===== config.mk =====
export PLATFORM = sky130hd
export DESIGN_NAME = tag_header_decoder_unit
export DESIGN_NICKNAME = d
export VERILOG_FILES = /design/src/hw/rtl/thd_pkg.sv /design/src/hw/rtl/thd_decode.sv /design/src/hw/rtl/tag_header_decoder_unit.sv
export VERILOG_INCLUDE_DIRS = /design/src /design/src/hw/rtl
export SDC_FILE = /design/constraint.sdc
export NUM_CORES = 1
export LEC_CHECK = 0
export BUFFER_PORTS_ARGS = -buffer_cell sky130_fd_sc_hd__buf_2
export CAP_MARGIN = 20
export CORE_UTILIZATION = 36
export DETAILED_ROUTE_END_ITERATION = 8
export HOLD_SLACK_MARGIN = 0.03
export PLACE_DENSITY = 0.64
export SLEW_MARGIN = 10
export SYNTH_ARGS = -nofsm -noshare
export SYNTH_HDL_FRONTEND = slang
export SYNTH_SLANG_ARGS = --single-unit

===== constraint.sdc =====
create_clock -name clk -period 4 [get_ports clk]
set_clock_uncertainty 0.1 [all_clocks]
set_input_delay 0.8 -clock clk [delete_from_list [all_inputs] [get_ports clk]]
set_output_delay 0.8 -clock clk [all_outputs]
set_load 0.01 [all_outputs]

===== src/hw/rtl/tag_header_decoder_unit_assert.svh =====
// ----------------------------------------------------------------------------
// Assertion macros for the tag header decoder
// Concurrent checks clocked on clk, disabled while rst_n is low.
// ----------------------------------------------------------------------------
`ifndef TAG_HEADER_DECODER_UNIT_ASSERT_SVH
`define TAG_HEADER_DECODER_UNIT_ASSERT_SVH

`ifndef SYNTHESIS

// Same-cycle implication
`define THD_ASSERT_IMPL(name, ante, cons) \
    name: assert property (@(posedge clk) disable iff (!rst_n) (ante) |-> (cons)) \
        else $error("assertion failed");

// Next-cycle implication
`define THD_ASSERT_NEXT(name, ante, cons) \
    name: assert property (@(posedge clk) disable iff (!rst_n) (ante) |=> (cons)) \
        else $error("assertion failed");

`else

`define THD_ASSERT_IMPL(name, ante, cons)
`define THD_ASSERT_NEXT(name, ante, cons)

`endif

`endif


===== src/hw/rtl/thd_pkg.sv =====
// ----------------------------------------------------------------------------
// thd_pkg
// Types and constants shared by the tag header decoder modules.
// ----------------------------------------------------------------------------
`default_nettype none

package thd_pkg;

    // Field widths
    localparam int BYTE_W  = 8;
    localparam int TAG_W   = 8;
    localparam int LEN_W   = 32;
    localparam int COUNT_W = 3;

    // Header decode constants
    localparam logic [3:0]         TAG_EXT_NIBBLE = 4'hF;
    localparam logic [2:0]         LVT_EXTENDED   = 3'd5;
    localparam logic [BYTE_W-1:0]  LEN_MARK_16    = 8'hFE;
    localparam logic [BYTE_W-1:0]  LEN_MARK_32    = 8'hFF;
    localparam logic [COUNT_W-1:0] LEN16_BYTES    = 3'd2;
    localparam logic [COUNT_W-1:0] LEN32_BYTES    = 3'd4;

    // Decoder phase
    typedef enum logic [2:0] {
        PH_IDLE,
        PH_TAGNUM,
        PH_LENSEL,
        PH_LENDAT
    } phase_t;

    // Header decode state
    typedef struct packed {
        phase_t               phase;
        logic [TAG_W-1:0]     tag_number;
        logic                 class_bit;
        logic [LEN_W-1:0]     len_acc;
        logic [COUNT_W-1:0]   bytes_left;
        logic [COUNT_W-1:0]   byte_count;
    } state_t;

    // One decoded header
    typedef struct packed {
        logic                 valid;
        logic [TAG_W-1:0]     tag_number;
        logic                 class_bit;
        logic [LEN_W-1:0]     length_value_type;
        logic [COUNT_W-1:0]   header_bytes;
    } result_t;

endpackage

`default_nettype wire


===== src/hw/rtl/thd_decode.sv =====
// ----------------------------------------------------------------------------
// thd_decode
// Combinational step of the header decoder: next state and result for one
// byte applied to the current decode state.
// ----------------------------------------------------------------------------
`default_nettype none

module thd_decode (
    input  wire  thd_pkg::state_t       st,
    input  wire  [thd_pkg::BYTE_W-1:0]  byte_in,
    input  wire                         start_req,
    output thd_pkg::state_t             st_next,
    output thd_pkg::result_t            res
);

    logic                           ext_tag;
    logic [thd_pkg::COUNT_W-1:0]    left_dec;
    logic [thd_pkg::COUNT_W-1:0]    count_inc;

    assign ext_tag   = byte_in[3] && (byte_in[7:4] == thd_pkg::TAG_EXT_NIBBLE);
    assign left_dec  = (st.bytes_left != '0) ? st.bytes_left - 3'd1 : '0;
    assign count_inc = st.byte_count + 3'd1;

    // Next state
    always_comb
    begin
        st_next = st;
        if (start_req)
        begin
            st_next.class_bit  = byte_in[3];
            st_next.tag_number = {4'b0000, byte_in[7:4]};
            st_next.len_acc    = {29'd0, byte_in[2:0]};
            st_next.byte_count = 3'd1;
            st_next.bytes_left = '0;
            if (ext_tag)
                st_next.phase = thd_pkg::PH_TAGNUM;
            else if (byte_in[2:0] == thd_pkg::LVT_EXTENDED)
                st_next.phase = thd_pkg::PH_LENSEL;
            else
                st_next.phase = thd_pkg::PH_IDLE;
        end
        else
        begin
            case (st.phase)
                thd_pkg::PH_TAGNUM:
                begin
                    st_next.tag_number = byte_in;
                    st_next.byte_count = count_inc;
                    if (st.len_acc == {29'd0, thd_pkg::LVT_EXTENDED})
                        st_next.phase = thd_pkg::PH_LENSEL;
                    else
                    begin
                        st_next.phase      = thd_pkg::PH_IDLE;
                        st_next.bytes_left = '0;
                    end
                end
                thd_pkg::PH_LENSEL:
                begin
                    st_next.byte_count = count_inc;
                    if (byte_in == thd_pkg::LEN_MARK_32)
                    begin
                        st_next.len_acc    = '0;
                        st_next.bytes_left = thd_pkg::LEN32_BYTES;
                        st_next.phase      = thd_pkg::PH_LENDAT;
                    end
                    else if (byte_in == thd_pkg::LEN_MARK_16)
                    begin
                        st_next.len_acc    = '0;
                        st_next.bytes_left = thd_pkg::LEN16_BYTES;
                        st_next.phase      = thd_pkg::PH_LENDAT;
                    end
                    else
                    begin
                        st_next.len_acc    = {24'd0, byte_in};
                        st_next.bytes_left = '0;
                        st_next.phase      = thd_pkg::PH_IDLE;
                    end
                end
                thd_pkg::PH_LENDAT:
                begin
                    st_next.len_acc    = {st.len_acc[23:0], byte_in};
                    st_next.byte_count = count_inc;
                    st_next.bytes_left = left_dec;
                    if (left_dec == '0)
                        st_next.phase = thd_pkg::PH_IDLE;
                end
                default:
                begin
                    // stray byte with no header open: ignored
                    st_next.phase = thd_pkg::PH_IDLE;
                end
            endcase
        end
    end

    // Result
    always_comb
    begin
        res.tag_number        = st_next.tag_number;
        res.class_bit         = st_next.class_bit;
        res.length_value_type = st_next.len_acc;
        res.header_bytes      = st_next.byte_count;
        if (start_req)
            res.valid = !ext_tag && (byte_in[2:0] != thd_pkg::LVT_EXTENDED);
        else
        begin
            case (st.phase)
                thd_pkg::PH_TAGNUM:
                    res.valid = (st.len_acc != {29'd0, thd_pkg::LVT_EXTENDED});
                thd_pkg::PH_LENSEL:
                    res.valid = (byte_in != thd_pkg::LEN_MARK_32)
                             && (byte_in != thd_pkg::LEN_MARK_16);
                thd_pkg::PH_LENDAT:
                    res.valid = (left_dec == '0);
                default:
                    res.valid = 1'b0;
            endcase
        end
    end

endmodule

`default_nettype wire


===== src/hw/rtl/tag_header_decoder_unit.sv =====
// ----------------------------------------------------------------------------
// tag_header_decoder_unit
// Decodes tag headers (tag number, class, length/value/type) from a byte
// stream, one byte per item.
// ----------------------------------------------------------------------------
// Usage:
//   Input channel s_*: one byte per item in s_tdata, s_tuser high on the
//   first byte of a header (it also drops any partial header). Bytes with
//   s_tuser low and no header open are ignored.
//   Output channel m_*: one item per completed header, giving tag number,
//   class, length/value/type and header size in bytes (1 to 7).
//   Path: the last header byte passes the input register, then the result
//   register, before its result is shown on m_tvalid.
//   Throughput: one byte per cycle while not stalled (see Stall); the
//   decode of each byte is a single pass through the next-state logic.
//   Stall: while a result waits on m_tready the input register can still
//   take one byte; s_tready drops only when that byte also needs to move
//   and the result register is still full.
//   Reset: rst_n clears both registers' valid flags and the decode state;
//   the block starts with no header open.
// ----------------------------------------------------------------------------
`default_nettype none

`include "tag_header_decoder_unit_assert.svh"

module tag_header_decoder_unit (
    input  wire         clk,
    input  wire         rst_n,
    // input items
    input  wire         s_tvalid,
    output logic        s_tready,
    input  wire  [7:0]  s_tdata,    // [7:0] byte_in
    input  wire         s_tuser,    // [0] start_req
    // result items
    output logic        m_tvalid,
    input  wire         m_tready,
    output logic [47:0] m_tdata     // [7:0] tag_number, [8] class,
                                    // [40:9] length_value_type,
                                    // [43:41] header_bytes, [47:44] zero
);

    logic                          in_valid_reg;
    logic [thd_pkg::BYTE_W-1:0]    in_byte_reg;
    logic                          in_start_reg;

    thd_pkg::state_t               state_reg;
    thd_pkg::state_t               state_next;
    thd_pkg::result_t              res;

    logic                          out_valid_reg;
    logic                          out_valid_next;
    thd_pkg::result_t              out_reg;

    logic                          out_free;
    logic                          process;

    // Handshake control
    assign out_free = !out_valid_reg || m_tready;
    assign process  = in_valid_reg && out_free;
    assign s_tready = !in_valid_reg || process;

    // Input register
    always_ff @(posedge clk or negedge rst_n)
    begin
        if (!rst_n)
            in_valid_reg <= 1'b0;
        else if (s_tready)
            in_valid_reg <= s_tvalid;
    end

    always_ff @(posedge clk)
    begin
        if (s_tready && s_tvalid)
        begin
            in_byte_reg  <= s_tdata;
            in_start_reg <= s_tuser;
        end
    end

    // Decode step
    thd_decode u_decode (
        .st        (state_reg),
        .byte_in   (in_byte_reg),
        .start_req (in_start_reg),
        .st_next   (state_next),
        .res       (res)
    );

    // Decode state
    always_ff @(posedge clk or negedge rst_n)
    begin
        if (!rst_n)
        begin
            state_reg.phase      <= thd_pkg::PH_IDLE;
            state_reg.tag_number <= '0;
            state_reg.class_bit  <= 1'b0;
            state_reg.len_acc    <= '0;
            state_reg.bytes_left <= '0;
            state_reg.byte_count <= '0;
        end
        else if (process)
            state_reg <= state_next;
    end

    // Result register
    always_comb
    begin
        if (process && res.valid)
            out_valid_next = 1'b1;
        else if (m_tready)
            out_valid_next = 1'b0;
        else
            out_valid_next = out_valid_reg;
    end

    always_ff @(posedge clk or negedge rst_n)
    begin
        if (!rst_n)
            out_valid_reg <= 1'b0;
        else
            out_valid_reg <= out_valid_next;
    end

    always_ff @(posedge clk)
    begin
        if (process && res.valid)
            out_reg <= res;
    end

    assign m_tvalid = out_valid_reg;
    assign m_tdata  = {4'b0000, out_reg.header_bytes, out_reg.length_value_type,
                       out_reg.class_bit, out_reg.tag_number};

    // Checks
    `THD_ASSERT_IMPL(a_lendat_has_bytes, state_reg.phase == thd_pkg::PH_LENDAT,
                     state_reg.bytes_left != '0)
    `THD_ASSERT_IMPL(a_stall_only_when_full, !s_tready,
                     in_valid_reg && out_valid_reg && !m_tready)
    `THD_ASSERT_NEXT(a_result_lands, process && res.valid, m_tvalid)
    `THD_ASSERT_IMPL(a_size_nonzero, m_tvalid, out_reg.header_bytes != '0)

endmodule

`default_nettype wire


==> impl_summary.log <==
INFO  metric worst-slew-pin-transition = 0.8358 ns
INFO  metric crit_slowest_cell = sky130_fd_sc_hd__buf_4
INFO  metric timing.critical_path.from_type = flip-flop
INFO  metric worst-setup-path-type = flip-flop to flip-flop
INFO  metric total_power = between 2 and 3 mW
INFO  metric rsz_0062_raised_after_global_routing = no
INFO  metric hold_class = input pin to asynchronous set/reset pin
INFO  metric place_congestion = 0.8403
INFO  metric synth_seq_area_share = 0.6346
INFO  metric ys_async_sr_fraction = 0.4904
INFO  metric layout-drive-gt1-share = 0.2170
INFO  metric crit_family = compound AO/OA/AOI/OAI gates
INFO  metric postCtsSetupBuffers = 0
INFO  metric groute.usage.overall = 0.1582
INFO  metric p_per_area = around 480 nW/um2
INFO  metric tritoncts = yes
INFO  metric gr-total-overflow = 0
INFO  metric synth.top_cells.by_count = 54 x sky130_fd_sc_hd__a22o_1, 53 x sky130_fd_sc_hd__edfxtp_1, 51 x sky130_fd_sc_hd__dfrtp_1
INFO  metric cpPeakStageDelay = 0.50 ns
INFO  metric grt_util_met2 = 0.2481
INFO  metric seqCellArea = 2868 um2
INFO  metric drc_errors = 0
INFO  metric dr.pass1.iters = 4
INFO  metric ctsResizeCount = 0
INFO  metric syn_area = 4519 um2
INFO  metric worst-endpoint-required = 3.88 ns
INFO  metric initialDrtViolationCount = 246
INFO  metric die_height = approximately 110 um
INFO  metric grt.met3_usage = 0.03985
INFO  metric clk-insertion-delay-late = roughly 0.34 ns
INFO  metric final_min_period_over_clock_period = 0.6575
INFO  metric yosysWarningCount = 0
INFO  metric synth_enable_flop_cells = 53
INFO  metric grt_max_usage_layer = met2
INFO  metric most_common_cell_on_crit_path = sky130_fd_sc_hd__or2_1
INFO  metric core-area = 12,110 um2
INFO  metric route.antenna.remaining_nets = 0
INFO  metric path_cells = or2_1 -> ha_1 -> or2_1 -> o31ai_1 -> o21ai_1 -> a21oi_4 -> buf_4
INFO  metric vias_per_cell = roughly 5.3
INFO  metric final-setup-viol-count = 0
INFO  metric cts-hold-fix-buffers = 0
INFO  metric number_of_inserted_filler_cells_in_the_final_layout = ~1,100
INFO  metric largest_register_ffs = 49
INFO  metric num_vias = 3,120
INFO  metric yosys-top-cells-area = sky130_fd_sc_hd__edfxtp_1 35%, sky130_fd_sc_hd__dfrtp_1 28%, sky130_fd_sc_hd__a22o_1 10%
INFO  metric rr_startpoint = state_reg[3]
INFO  metric hold_viol_final = 0
INFO  metric area_after_dpl = roughly 5000 um2
INFO  metric share_seq_of_total_power = 0.513
INFO  metric dpl.hpwl = 6.359 mm
INFO  metric buffer_levels_on_the_longest_clock_path = 2
INFO  metric netSwitchingFraction = 0.2697
INFO  metric cts_inserted_buffers = 9
INFO  metric timing.fmax = 380.2 MHz
INFO  metric yosys.area.top_type_share = 0.3522
INFO  metric buffer_ports.inserted = 58
INFO  metric main_flop_type_after_synthesis = sky130_fd_sc_hd__edfxtp_1
INFO  metric die_w = 114.0 um
INFO  metric ir_drop = roughly 240 uV
INFO  metric post_layout_minimum_cycle_time = between 2 and 3 ns
INFO  metric die_area = 13,010 um2
INFO  metric post-route-util = 0.4373
INFO  metric timing.critical_path.to_type = flip-flop
INFO  metric crit_start = state_reg[3]
INFO  metric yosys.cell_count.top_type = sky130_fd_sc_hd__a22o_1
INFO  metric post_synth.cell_area_avg = 12.45 um2
INFO  metric worst_ep_arrival_time = 2.51 ns
INFO  metric max-cap-violations = 0
INFO  metric synth_cell_type_count = 48
INFO  metric fin_setup_tns = 0 ns
INFO  metric std_cell_rows = 40
INFO  metric run_status = completed
INFO  metric first_pass_grt_wire_length = 15.59 mm
INFO  metric clock_sinks = 104
INFO  metric power_leakage = between 2 and 2.5 nW
INFO  metric internal_power = 1.849 mW
INFO  metric critical_path.max_fanout = 44
INFO  metric yosys_reg_bits = roughly 100
INFO  metric synthesis.instances = 363
INFO  metric largest_net_degree_at_the_start_of_global_routing = between 40 and 50
INFO  metric post_route_design_area = 5296 um2
INFO  metric area_taken_by_multi_input_logic_gates = 1538 um2
INFO  metric power.share.combinational = 0.131
INFO  metric total_number_of_h_tree_levels = 3
INFO  metric antenna_found_initial = 0
INFO  metric share_clk_of_total_power = 0.356
INFO  metric final-instance-count-excl-fill = 592
INFO  metric total_routed_length = 9.453 mm
INFO  metric wire_per_inst = 15.97 um
INFO  metric synth_largest_area_cell = sky130_fd_sc_hd__edfxtp_1
INFO  metric buffering_stage_count_on_the_worst_path_with_inverters_included = 1
INFO  metric ioPinCount = between 60 and 70
INFO  metric use_met1 = 0.2180
INFO  metric timing.final.max_slew_violations = 0
INFO  metric total_switching_power = 0.6828 mW
INFO  metric diodes = 0
INFO  metric clk_pin_slew = 0.07 ns
INFO  metric floorplan.initialDensity = 0.3731
INFO  metric grt_pass1_vias = a little under 3,000
INFO  metric max-slew-margin-rel = 0.4414
INFO  metric dp_cells = about 580
INFO  metric finish.net_count = 439
INFO  metric area_growth = 17.19%
INFO  metric root_buffer = sky130_fd_sc_hd__clkbuf_16
==> per-layer routing <==
layer	wire (um)	share of wire	vias to the layer above
li1	-	-	1465
met2	4444	0.47	99
met4	79	0.0084	0
met3	427	0.045	6
met1	4502	0.48	1550
met5	0	0	-
==> final cells by class <==
| cell class | count | share of cell area |
|---|---|---|
| Multi-Input combinational cell | 232 | 0.2903 |
| Sequential cell | 104 | 0.5415 |
| Timing Repair Buffer | 65 | 0.06473 |
| Inverter | 7 | 0.005197 |
| Tap cell | 168 | 0.03969 |
| Clock inverter | 7 | 0.01606 |
| Clock buffer | 9 | 0.04252 |
==> path summary, 6_finish.rpt <==
kind                       slack, ns  cells past startpoint            end
hold / removal                  0.35                      1  state_reg[28]
min in group clk                0.38                      2  state_reg[42]
setup / recovery                1.37                      7    m_tdata[41]
setup reg to reg                1.37                      7    m_tdata[41]
hold reg to reg                 0.38                      2  state_reg[42]
max in group asynchronous       2.68                      2  state_reg[47]
==> power by group through the flow <==
| stage | registers, mW | logic, mW | clock network [mW] |
|---|---|---|---|
| global placement | 1.32 | 0.327 | 0 |
| floorplan | 1.32 | 0.213 | 0 |
| finish | 1.30 | 0.333 | 0.900 |
| CTS | 1.30 | 0.335 | 0.922 |
| global route | 1.31 | 0.372 | 0.964 |
| detailed placement | 1.32 | 0.334 | 0 |
==> logic make-up (layout without fill, tap and decap cells) <==
logic type               after synthesis  in the layout  share of synthesized area
AO/OA/AOI/OAI                        101            101                     0.1681
adder cells (fa/ha/maj)                7              7                    0.01938
buffers and inverters                 30             88                    0.03128
flip-flops                           104            104                     0.6346
multiplexers                          13             13                    0.02990
other                                  1              4                  0.0008298
AND/OR/NAND/NOR                      107            107                     0.1160
==> cell usage in the layout (no fill, tap or decap), drive strengths merged, types with 2 or more instances in the layout <==
cell,instances
nand2,49
a22o,54
a21oi,7
inv,9
ha,7
dfrtp,51
buf,65
or2,4
a31oi,2
mux2i,9
nand2b,8
nor3b,2
clkbuf,9
a21boi,3
nand4,3
conb,4
edfxtp,53
o21ai,22
nor4,9
a211oi,2
a22oi,5
nor3,6
mux2,4
nor2b,2
and2,4
clkinv,4
nor2,16
==> per-stage QoR <==
step,setup WS [ns],hold slack [ns]
after detailed placement,1.192,0.3624
after CTS,1.379,0.3563
after floorplan,0.8245,0.3451
after global placement,1.247,0.3577
final,1.370,0.3465
after global routing,1.212,0.3809
Note: power is estimated with default switching activity, not from simulation.
